[src/hw/rtl/drsp_pkg.sv]
package drsp_pkg;

    localparam int unsigned SECTOR_SIZE = 2048;
    localparam int unsigned SECTOR_BITS = $clog2(SECTOR_SIZE);
    localparam logic [32:0] SECTOR_MASK = 33'(SECTOR_SIZE - 1);

    localparam logic [7:0] MIN_RECORD   = 8'd33;
    localparam int unsigned FLAG_DIR_BIT = 1;
    localparam logic [7:0] VERSION_MARK = 8'h3B;
    localparam logic [7:0] SELF_ID      = 8'h00;
    localparam logic [7:0] PARENT_ID    = 8'h01;

    localparam logic [7:0] POS_SECTOR_0 = 8'd2;
    localparam logic [7:0] POS_SECTOR_1 = 8'd3;
    localparam logic [7:0] POS_SECTOR_2 = 8'd4;
    localparam logic [7:0] POS_SECTOR_3 = 8'd5;
    localparam logic [7:0] POS_SIZE_0   = 8'd10;
    localparam logic [7:0] POS_SIZE_1   = 8'd11;
    localparam logic [7:0] POS_SIZE_2   = 8'd12;
    localparam logic [7:0] POS_SIZE_3   = 8'd13;
    localparam logic [7:0] POS_FLAGS    = 8'd25;
    localparam logic [7:0] POS_NAME_LEN = 8'd32;

    localparam int unsigned FIFO_DEPTH = 4;
    localparam int unsigned FIFO_AW    = $clog2(FIFO_DEPTH);

    typedef enum logic [1:0] {
        CFG_DIR_SIZE     = 2'd0,
        CFG_START_SECTOR = 2'd1,
        CFG_IMAGE_READY  = 2'd2
    } cfg_index_t;

    typedef enum logic {
        KIND_CHAR  = 1'b0,
        KIND_ENTRY = 1'b1
    } kind_t;

    typedef struct packed {
        logic [31:0] dir_size_bytes;
        logic [31:0] dir_start_sector;
        logic        image_ready;
    } cfg_t;

    typedef struct packed {
        logic [31:0] byte_offset;
        logic [7:0]  record_pos;
        logic [7:0]  record_length;
        logic [31:0] sector_word;
        logic [31:0] size_word;
        logic        dir_flag;
        logic [7:0]  name_length;
        logic [7:0]  emitted_chars;
        logic        name_stopped;
        logic        record_dropped;
        logic        skip_to_boundary;
        logic        walk_done;
    } walk_state_t;

    typedef struct packed {
        logic        kind;
        logic [7:0]  name_char;
        logic [31:0] entry_sector;
        logic [31:0] entry_size;
        logic        is_dir;
        logic [7:0]  name_count;
        logic        last;
    } result_t;

    localparam walk_state_t WALK_RESET = '{
        byte_offset: 32'd0, record_pos: 8'd0, record_length: 8'd0,
        sector_word: 32'd0, size_word: 32'd0, dir_flag: 1'b0,
        name_length: 8'd0, emitted_chars: 8'd0, name_stopped: 1'b0,
        record_dropped: 1'b0, skip_to_boundary: 1'b0, walk_done: 1'b1
    };

endpackage

[src/hw/rtl/drsp_step.sv]
module drsp_step
    import drsp_pkg::*;
(
    input  cfg_t        cfg,
    input  walk_state_t state_cur,
    input  logic [7:0]  data_byte,
    input  logic        first_byte,
    output walk_state_t state_next,
    output result_t     res0,
    output result_t     res1,
    output logic [1:0]  res_count
);

    walk_state_t st;
    logic        at_boundary;
    logic        halt;
    logic [32:0] buf_bytes;
    logic [32:0] rec_end;
    logic [7:0]  p;
    logic [7:0]  name_idx;
    logic        char_out;
    logic [32:0] offset_inc;

    assign buf_bytes = ({1'b0, cfg.dir_size_bytes} + SECTOR_MASK) & ~SECTOR_MASK;

    always_comb begin
        st          = state_cur;
        res0        = '0;
        res1        = '0;
        res_count   = 2'd0;
        at_boundary = 1'b0;
        halt        = 1'b0;
        rec_end     = 33'd0;
        p           = 8'd0;
        name_idx    = 8'd0;
        char_out    = 1'b0;
        offset_inc  = 33'd0;

        if (first_byte) begin
            st           = WALK_RESET;
            st.walk_done = !cfg.image_ready || (cfg.dir_start_sector == 32'd0)
                           || (cfg.dir_size_bytes == 32'd0);
        end
        if (!cfg.image_ready) begin
            st.walk_done = 1'b1;
        end

        if (!st.walk_done) begin
            at_boundary = (st.byte_offset[SECTOR_BITS-1:0] == '0);
            rec_end     = {1'b0, st.byte_offset} + {25'd0, data_byte};
            if (st.skip_to_boundary && at_boundary) begin
                st.skip_to_boundary = 1'b0;
            end

            // record start
            if (!st.skip_to_boundary && st.record_length == 8'd0) begin
                if (st.byte_offset >= cfg.dir_size_bytes) begin
                    halt = 1'b1;
                end else if (data_byte == 8'd0) begin
                    if (!at_boundary) begin
                        st.skip_to_boundary = 1'b1;
                    end else begin
                        halt = 1'b1;
                    end
                end else if (rec_end > buf_bytes) begin
                    halt = 1'b1;
                end else begin
                    st.record_length  = data_byte;
                    st.record_pos     = 8'd0;
                    st.sector_word    = 32'd0;
                    st.size_word      = 32'd0;
                    st.dir_flag       = 1'b0;
                    st.name_length    = 8'd0;
                    st.emitted_chars  = 8'd0;
                    st.name_stopped   = 1'b0;
                    st.record_dropped = (data_byte < MIN_RECORD);
                end
            end

            if (halt) begin
                st.walk_done = 1'b1;
            end else begin
                if (st.record_length != 8'd0) begin
                    p = st.record_pos;
                    unique case (p)
                        POS_SECTOR_0: st.sector_word[7:0]   = data_byte;
                        POS_SECTOR_1: st.sector_word[15:8]  = data_byte;
                        POS_SECTOR_2: st.sector_word[23:16] = data_byte;
                        POS_SECTOR_3: st.sector_word[31:24] = data_byte;
                        POS_SIZE_0:   st.size_word[7:0]     = data_byte;
                        POS_SIZE_1:   st.size_word[15:8]    = data_byte;
                        POS_SIZE_2:   st.size_word[23:16]   = data_byte;
                        POS_SIZE_3:   st.size_word[31:24]   = data_byte;
                        POS_FLAGS:    st.dir_flag = data_byte[FLAG_DIR_BIT];
                        POS_NAME_LEN: begin
                            st.name_length = data_byte;
                            if (data_byte == 8'd0) begin
                                st.record_dropped = 1'b1;
                            end
                        end
                        default: ;
                    endcase

                    name_idx = p - MIN_RECORD;
                    if (p >= MIN_RECORD && name_idx < st.name_length
                        && !st.record_dropped) begin
                        if (st.name_length == 8'd1 && p == MIN_RECORD
                            && (data_byte == SELF_ID || data_byte == PARENT_ID)) begin
                            st.record_dropped = 1'b1;
                        end else if (!st.name_stopped) begin
                            if (data_byte == VERSION_MARK) begin
                                st.name_stopped = 1'b1;
                            end else begin
                                char_out         = 1'b1;
                                st.emitted_chars = st.emitted_chars + 8'd1;
                            end
                        end
                    end

                    if (char_out) begin
                        res0.kind      = KIND_CHAR;
                        res0.name_char = data_byte;
                        res0.last      = 1'b1;
                        res_count      = 2'd1;
                    end

                    // record end
                    if (({1'b0, p} + 9'd1) >= {1'b0, st.record_length}) begin
                        if (!st.record_dropped) begin
                            if (char_out) begin
                                res0.last         = 1'b0;
                                res1.kind         = KIND_ENTRY;
                                res1.entry_sector = st.sector_word;
                                res1.entry_size   = st.size_word;
                                res1.is_dir       = st.dir_flag;
                                res1.name_count   = st.emitted_chars;
                                res1.last         = 1'b1;
                                res_count         = 2'd2;
                            end else begin
                                res0.kind         = KIND_ENTRY;
                                res0.entry_sector = st.sector_word;
                                res0.entry_size   = st.size_word;
                                res0.is_dir       = st.dir_flag;
                                res0.name_count   = st.emitted_chars;
                                res0.last         = 1'b1;
                                res_count         = 2'd1;
                            end
                        end
                        st.record_length = 8'd0;
                        st.record_pos    = 8'd0;
                    end else begin
                        st.record_pos = p + 8'd1;
                    end
                end

                offset_inc     = {1'b0, st.byte_offset} + 33'd1;
                st.byte_offset = offset_inc[31:0];
                if (offset_inc[32]) begin
                    st.walk_done = 1'b1;
                end
            end
        end

        state_next = st;
    end

endmodule

[src/hw/rtl/drsp_result_fifo.sv]
module drsp_result_fifo
    import drsp_pkg::*;
(
    input  logic       aclk,
    input  logic       aresetn,
    input  logic [1:0] push_count,
    input  result_t    push0,
    input  result_t    push1,
    output logic       room,
    output logic       pop_valid,
    input  logic       pop_ready,
    output result_t    pop_data
);

    result_t              mem [FIFO_DEPTH];
    logic [FIFO_AW-1:0]   wr_ptr_reg;
    logic [FIFO_AW-1:0]   wr_ptr_next;
    logic [FIFO_AW-1:0]   rd_ptr_reg;
    logic [FIFO_AW-1:0]   rd_ptr_next;
    logic [FIFO_AW:0]     count_reg;
    logic [FIFO_AW:0]     count_next;
    logic [FIFO_AW-1:0]   wr_ptr_plus1;
    logic                 pop;

    assign room         = (count_reg <= (FIFO_AW+1)'(FIFO_DEPTH - 2));
    assign pop_valid    = (count_reg != '0);
    assign pop_data     = mem[rd_ptr_reg];
    assign pop          = pop_valid && pop_ready;
    assign wr_ptr_plus1 = wr_ptr_reg + 1'b1;

    always_comb begin
        wr_ptr_next = wr_ptr_reg + FIFO_AW'(push_count);
        rd_ptr_next = pop ? rd_ptr_reg + 1'b1 : rd_ptr_reg;
        count_next  = count_reg + (FIFO_AW+1)'(push_count) - (FIFO_AW+1)'(pop);
    end

    always_ff @(posedge aclk) begin
        if (push_count != 2'd0) begin
            mem[wr_ptr_reg] <= push0;
        end
        if (push_count == 2'd2) begin
            mem[wr_ptr_plus1] <= push1;
        end
    end

    always_ff @(posedge aclk) begin
        if (!aresetn) begin
            wr_ptr_reg <= '0;
            rd_ptr_reg <= '0;
            count_reg  <= '0;
        end else begin
            wr_ptr_reg <= wr_ptr_next;
            rd_ptr_reg <= rd_ptr_next;
            count_reg  <= count_next;
        end
    end

endmodule

[src/hw/rtl/directory_record_stream_parser.sv]
// path: a byte taken on s_ is held in the input register, its results are
// written to the result queue, and the queue head drives the m_ ports
// throughput: one byte per cycle; a byte giving two results puts both in the
// result queue, and input stalls while three or more results wait
// reset: aresetn synchronous active low; config, walk state, input valid and
// queue pointers cleared, walk idle until a byte marked first_byte arrives
module directory_record_stream_parser
    import drsp_pkg::*;
(
    input  logic        aclk,
    input  logic        aresetn,
    input  logic        cfg_valid,
    output logic        cfg_ready,
    input  logic [1:0]  cfg_index,
    input  logic [31:0] cfg_data,
    input  logic        s_valid,
    output logic        s_ready,
    input  logic [7:0]  s_data_byte,
    input  logic        s_first_byte,
    output logic        m_valid,
    input  logic        m_ready,
    output logic        m_kind,
    output logic [7:0]  m_name_char,
    output logic [31:0] m_entry_sector,
    output logic [31:0] m_entry_size,
    output logic        m_is_dir,
    output logic [7:0]  m_name_count,
    output logic        m_last
);

    cfg_t        cfg_reg;
    walk_state_t state_reg;
    walk_state_t state_next;
    logic        in_valid_reg;
    logic [7:0]  in_byte_reg;
    logic        in_first_reg;
    logic        room;
    logic        proc_fire;
    result_t     res0;
    result_t     res1;
    logic [1:0]  res_count;
    logic [1:0]  push_count;
    result_t     head;

    assign cfg_ready  = 1'b1;
    assign proc_fire  = in_valid_reg && room;
    assign s_ready    = !in_valid_reg || proc_fire;
    assign push_count = proc_fire ? res_count : 2'd0;

    always_ff @(posedge aclk) begin
        if (!aresetn) begin
            cfg_reg <= '0;
        end else if (cfg_valid) begin
            unique case (cfg_index)
                CFG_DIR_SIZE:     cfg_reg.dir_size_bytes   <= cfg_data;
                CFG_START_SECTOR: cfg_reg.dir_start_sector <= cfg_data;
                CFG_IMAGE_READY:  cfg_reg.image_ready      <= cfg_data[0];
                default: ;
            endcase
        end
    end

    always_ff @(posedge aclk) begin
        if (s_valid && s_ready) begin
            in_byte_reg  <= s_data_byte;
            in_first_reg <= s_first_byte;
        end
    end

    always_ff @(posedge aclk) begin
        if (!aresetn) begin
            in_valid_reg <= 1'b0;
            state_reg    <= WALK_RESET;
        end else begin
            if (s_ready) begin
                in_valid_reg <= s_valid;
            end
            if (proc_fire) begin
                state_reg <= state_next;
            end
        end
    end

    drsp_step u_step (
        .cfg        (cfg_reg),
        .state_cur  (state_reg),
        .data_byte  (in_byte_reg),
        .first_byte (in_first_reg),
        .state_next (state_next),
        .res0       (res0),
        .res1       (res1),
        .res_count  (res_count)
    );

    drsp_result_fifo u_fifo (
        .aclk       (aclk),
        .aresetn    (aresetn),
        .push_count (push_count),
        .push0      (res0),
        .push1      (res1),
        .room       (room),
        .pop_valid  (m_valid),
        .pop_ready  (m_ready),
        .pop_data   (head)
    );

    assign m_kind         = head.kind;
    assign m_name_char    = head.name_char;
    assign m_entry_sector = head.entry_sector;
    assign m_entry_size   = head.entry_size;
    assign m_is_dir       = head.is_dir;
    assign m_name_count   = head.name_count;
    assign m_last         = head.last;

endmodule

[config.mk]
export PLATFORM = sky130hd
export DESIGN_NAME = directory_record_stream_parser
export DESIGN_NICKNAME = d
export VERILOG_FILES = /design/src/hw/rtl/drsp_pkg.sv /design/src/hw/rtl/drsp_step.sv /design/src/hw/rtl/drsp_result_fifo.sv /design/src/hw/rtl/directory_record_stream_parser.sv
export SDC_FILE = /design/constraint.sdc
export NUM_CORES = 1
export LEC_CHECK = 0
export ABC_AREA = 1
export ABC_CLOCK_PERIOD_IN_PS = 13900
export BUFFER_PORTS_ARGS = -buffer_cell sky130_fd_sc_hd__buf_2
export CORE_MARGIN = 2
export CORE_UTILIZATION = 50
export CTS_CLUSTER_DIAMETER = 150
export DETAILED_ROUTE_END_ITERATION = 8
export GPL_ROUTABILITY_DRIVEN = 0
export PLACE_DENSITY = 0.69
export SLEW_MARGIN = 5
export SYNTH_ARGS = -nofsm -noshare
export SYNTH_HDL_FRONTEND = slang
export SYNTH_HIERARCHICAL = 1
export SYNTH_SLANG_ARGS = --single-unit
[constraint.sdc]
create_clock -name aclk -period 13.9 [get_ports aclk]
set_clock_uncertainty 0.05 [all_clocks]
set_input_delay 1.39 -clock aclk [delete_from_list [all_inputs] [get_ports aclk]]
set_output_delay 1.39 -clock aclk [all_outputs]
set_load 0.05 [all_outputs]
Word-level counts from Yosys, hierarchy flattened
Memory sizes are Yosys's and may differ from the RTL's. A register that Yosys moved wholly into a read port is not among the register bits.
Index checks and enable logic that the tools add are counted.
{ "op_classes": {"n_mux": 95, "reduce_logical": 29, "add_sub_neg": 12, "n_lt_le_gt_ge": 7, "n_eq_ne": 17} }
{ "op_table": {"columns": ["op", "count"], "rows": [
  ["$mux 74", 8],
  ["$mux 100", 3],
  ["$mux 99", 3],
  ["$mux 133", 2],
  ["$mux 83", 3],
  ["$mux 131", 1],
  ["$mux 8", 16],
  ["$mux 73", 1],
  ["$logic_not 32->1", 2],
  ["$mux 1", 43],
  ["$mux 10", 4],
  ["$add 32x1->33 const B", 1],
  ["$add 32x11->33 const B", 1],
  ["$add 32x8->33", 1],
  ["$gt 33x33->1", 1],
  ["$eq 8x4->1 const B", 4],
  ["$ge 32x32->1", 1],
  ["$eq 8x6->1 const B", 3],
  ["$mux 2", 9],
  ["$mux 9", 2],
  ["$add 8x1->8 const B", 2],
  ["$eq 8x1->1 const B", 2],
  ["$eq 8x2->1 const B", 2],
  ["$eq 8x3->1 const B", 2],
  ["other kinds (24)", 43]
]} }
{ "word_totals": {"ram_bits": 332, "n_memories": 1, "regBits": 215, "out_inout_bits": 86} }
{ "mem_list": {"columns": ["memory", "depth", "word_bits", "rd", "rd_ports_with_merged_regs", "wr", "line_no", "source"], "rows": [
  ["u_fifo.mem", 4, 83, 1, 1, 2, "drsp_result_fifo.sv:15", "result_t mem [FIFO_DEPTH];"]
]} }

Longest topological paths before layout
{ "logic_depth": {"word_depth": 36, "depth_mapped": 70, "ltp_nobuf": 65} }

By module
The synthesis kept the hierarchy.
{ "by_module_without_submodules": {"columns": ["mod", "instances", "area_per_inst_um2", "cells_each", "seq_area_each_um2"], "rows": [
  ["drsp_result_fifo", 1, 16520.8, 1695, 10149.7],
  ["drsp_step", 1, 10019.6, 2012, 0.0],
  ["directory_record_stream_parser", 1, 7691.1, 1019, 4254.1]
]} }

Worst setup path before layout
Ideal clock, no wire load.
{ "synth_path": {"path_kind": "flip-flop to flip-flop", "startpoint": "reg in_first_reg", "endpoint": "mem u_fifo/mem[3][0] (netlist bit), enable pin", "t_arrival_ns": 14.258, "setup_time_ns": 0.647, "path_stages_with_launch": 60, "n_path_buf": 10, "required_time_ns": 13.203, "setup_slack_ns": -1.055, "synth_period_minus_slack_ns": 14.955, "path_cell_list": "edfxtp_1 -> buf_4 -> clkbuf_1 -> clkbuf_1 -> buf_1 -> buf_1 -> nor2_1 -> ha_1 -> inv_1 -> fa_1 -> inv_1 -> nand3_1 -> a21oi_1 -> nand2_1 -> nand2_2 -> nand2_1 -> nor2_1 -> nand2_1 -> [24 not listed] -> buf_2 -> nand2_1 -> nand2_1 -> ha_1 -> nand2_1 -> inv_1 -> a221oi_1 -> nand3_1 -> inv_1 -> nand2_1 -> nor2_4 -> nand2_2 -> o21ai_0 -> buf_4 -> inv_1 -> nor2_1 -> nor2_1 -> o31ai_1"} }
{ "synth_rtl": {"columns": ["item", "line_no", "source"], "rows": [
  ["start: declaration", "directory_record_stream_parser.sv:36", "logic in_first_reg;"],
  ["start signal: assignment", "directory_record_stream_parser.sv:66", "in_first_reg <= s_first_byte;"],
  ["end: declaration", "drsp_result_fifo.sv:15", null]
]} }

==> impl_metrics.py <==
metrics = {
    "status": {
        "status": "finished clean",
    },
    "logic_synthesis": {
        "ys.warnings.count": 6,
        "ys_types": 55,
        "synth.cell_area_sq_mm": 0.0342,
        "synth_edf_count": 341,
        "yosys.area.top_type": "edfxtp_1",
        "postSynthCellCount": 4726,
        "ys.flop_type": "edfxtp_1",
        "synth_top_cell_area_share": 0.299,
        "ys_async_sr_fraction": 0,
        "synth_area_per_cell_sq_um": 7.24,
        "synth_area_leaders": "edfxtp_1, dfxtp_1, nand2_1",
        "ys_seq_area_frac": 0.421,
        "ys_ff_latch": 549,
    },
    "critical_path": {
        "endpoint_kind": "flop",
        "cp.required_ps": 14220,
        "path_max_fanout": 88,
        "arrival_ps": 11520,
        "start_kind": "flop",
        "critPathSlowestCell": "nand2_4",
        "worstSetupPathType": "reg2reg",
        "slowest_delay_ps": 700,
        "crit_path_frequent_cell": "nand2_1",
    },
    "clocking": {
        "clock_latency_ps": 650,
        "clockBufferDepth": 3,
        "cts.sinks": 549,
        "path_clk_slew_ps": 60,
        "post-cts-setup-buffers": 0,
        "cts_max_level": 2,
        "cts_buffers": 61,
        "cts_resized": 0,
        "holdBufCountCts": 0,
        "cts_tree": "yes",
        "cts_root_buf": "clkbuf_16",
    },
    "power": {
        "max-vdd-ir-drop_v": 0.000109,
        "power_leakage_nw": 13.8,
        "power_density_mw_per_mm2": 148,
    },
    "sta": {
        "setup-tns-final_ps": 0,
        "worst_slew_pin_slew_ps": 1200,
        "rsz0062_at_grt": "false",
        "slew_headroom": 0.197,
        "min_period_ps": 11200,
        "fmax_ghz": 0.0893,
        "setup-violations-final": 0,
        "min_period_over_period": 0.806,
        "whs_ps": 428,
        "hold_viol_final": 0,
        "worst_slack_ps": 2700,
        "finalMaxSlewViolations": 0,
    },
    "die": {
        "ios": 134,
        "initial_core_util": 0.507,
        "die_x_microns": 266,
        "die_area_sq_mm": 0.0706,
        "die_height_microns": 266,
        "row_count": 95,
        "fp.coreArea_sq_mm": 0.0675,
    },
    "placement": {
        "dp.cells": 5464,
        "dp_slack_ps": 2820,
        "place_hpwl_mm": 59.2,
        "io_buffers": 132,
    },
    "grt": {
        "antenna_found_initial": 3,
        "grt_usage": 0.269,
        "grt.overflow.total": 0,
        "grt_max_degree": 133,
        "grt_first_pass_wirelength_mm": 153,
        "first_global_vias": 28500,
    },
    "routing": {
        "vias_per_cell": 5.56,
        "drt-pass1-iter-count": 6,
        "drc": 0,
        "wl_per_cell_microns": 17.3,
        "via_count": 31000,
        "routed_wl_mm": 96.4,
        "ant_nets": 0,
        "first_iter_violations": 2986,
    },
    "finish": {
        "fillers": 6471,
        "largest_reg_flops": 332,
        "final_cell_mix": "nand2_1, nor2_1, o21ai_0",
        "fin_util": 0.546,
        "layout_commonest_cell": "nand2_1",
        "fin_nets": 4789,
        "antennaDiodeCount": 0,
        "area_growth_pct": 7.66,
        "instances_no_fill": 5576,
        "drive_above_1_share": 0.0810,
    },
    "hold_path": {
        "min_path_type": "reg2reg",
    },
    "job": {
        "drv_cap": 0,
    },
}
## layer usage
layer	share of wire	GRT usage
met5	0.00021	0
met4	0.026	0.0814
met3	0.079	0.0329
met1	0.44	0.376
met2	0.46	0.436
## power by group
| part | leakage, nW | internal [mW] | switching (mW) |
|---|---|---|---|
| sequential | 4.48 | 1.81 | 0.0840 |
| clock | 0.972 | 0.910 | 0.687 |
| combinational | 8.40 | 0.484 | 1.48 |
## area by class of cell
| type | instances | area (sq um) | area share |
|---|---|---|---|
| multi-input cells | 3411 | 16700 | 0.452 |
| flip-flops and latches | 549 | 14400 | 0.391 |
| inverters | 461 | 1740 | 0.0472 |
| clock buffers | 78 | 1640 | 0.0445 |
| well taps | 873 | 1090 | 0.0296 |
| repair buffers | 170 | 990 | 0.0269 |
| clock inverters | 34 | 330 | 0.00896 |
## metrics by stage
step | area, sq um | total power, mW
2_1_floorplan | 34300 | 3.38
3_3_place_gp | 34900 | 3.86
3_5_place_dp | 34900 | 3.87
4_1_cts | 36900 | 5.47
5_1_grt | 36900 | 5.75
6_report | 36900 | 5.46
## cell families after synthesis
family / after synthesis / share of synthesized area
AND/OR/NAND/NOR: 2116 / 0.250
AO/OA/AOI/OAI: 1122 / 0.181
buffers and inverters: 773 / 0.0963
flip-flops: 549 / 0.421
adder cells (fa/ha/maj): 87 / 0.0322
XOR/XNOR: 77 / 0.0197
other: 2 / 0.000219
## worst max-delay path, delay by kind of cell, from the launching register on
kind	cells	cell delay (ps)
compound gates	4	1070
buf+inv	6	1700
fa+ha+maj	3	770
simple gates	34	6660
flops	1	420
xor+xnor	1	170
## cells in the mapped netlist, types with 31 or more instances
| cell type | count |
|---|---|
| inv_1 | 443 |
| nand4_1 | 37 |
| clkbuf_1 | 131 |
| nor3_1 | 31 |
| ha_1 | 85 |
| o21ai_0 | 590 |
| nand2_1 | 947 |
| xor2_1 | 71 |
| o21ai_1 | 206 |
| o22ai_1 | 84 |
| buf_2 | 125 |
| a32o_1 | 41 |
| o21ai_2 | 51 |
| a21oi_1 | 124 |
| nand3_1 | 174 |
| dfxtp_1 | 208 |
| nor2_1 | 863 |
| edfxtp_1 | 341 |
## path summary, 6_finish.rpt
kind | from | endpoint | slack (ps) | cells after the start
max | in_first_reg | u_fifo/mem[1][8] | 2700 | 48
min | state_reg[0] | state_reg[0] | 430 | 2
max reg2reg | in_first_reg | u_fifo/mem[1][8] | 2700 | 48
min reg2reg | state_reg[0] | state_reg[0] | 430 | 2
No activity file was read; power rests on OpenSTA's default activity.
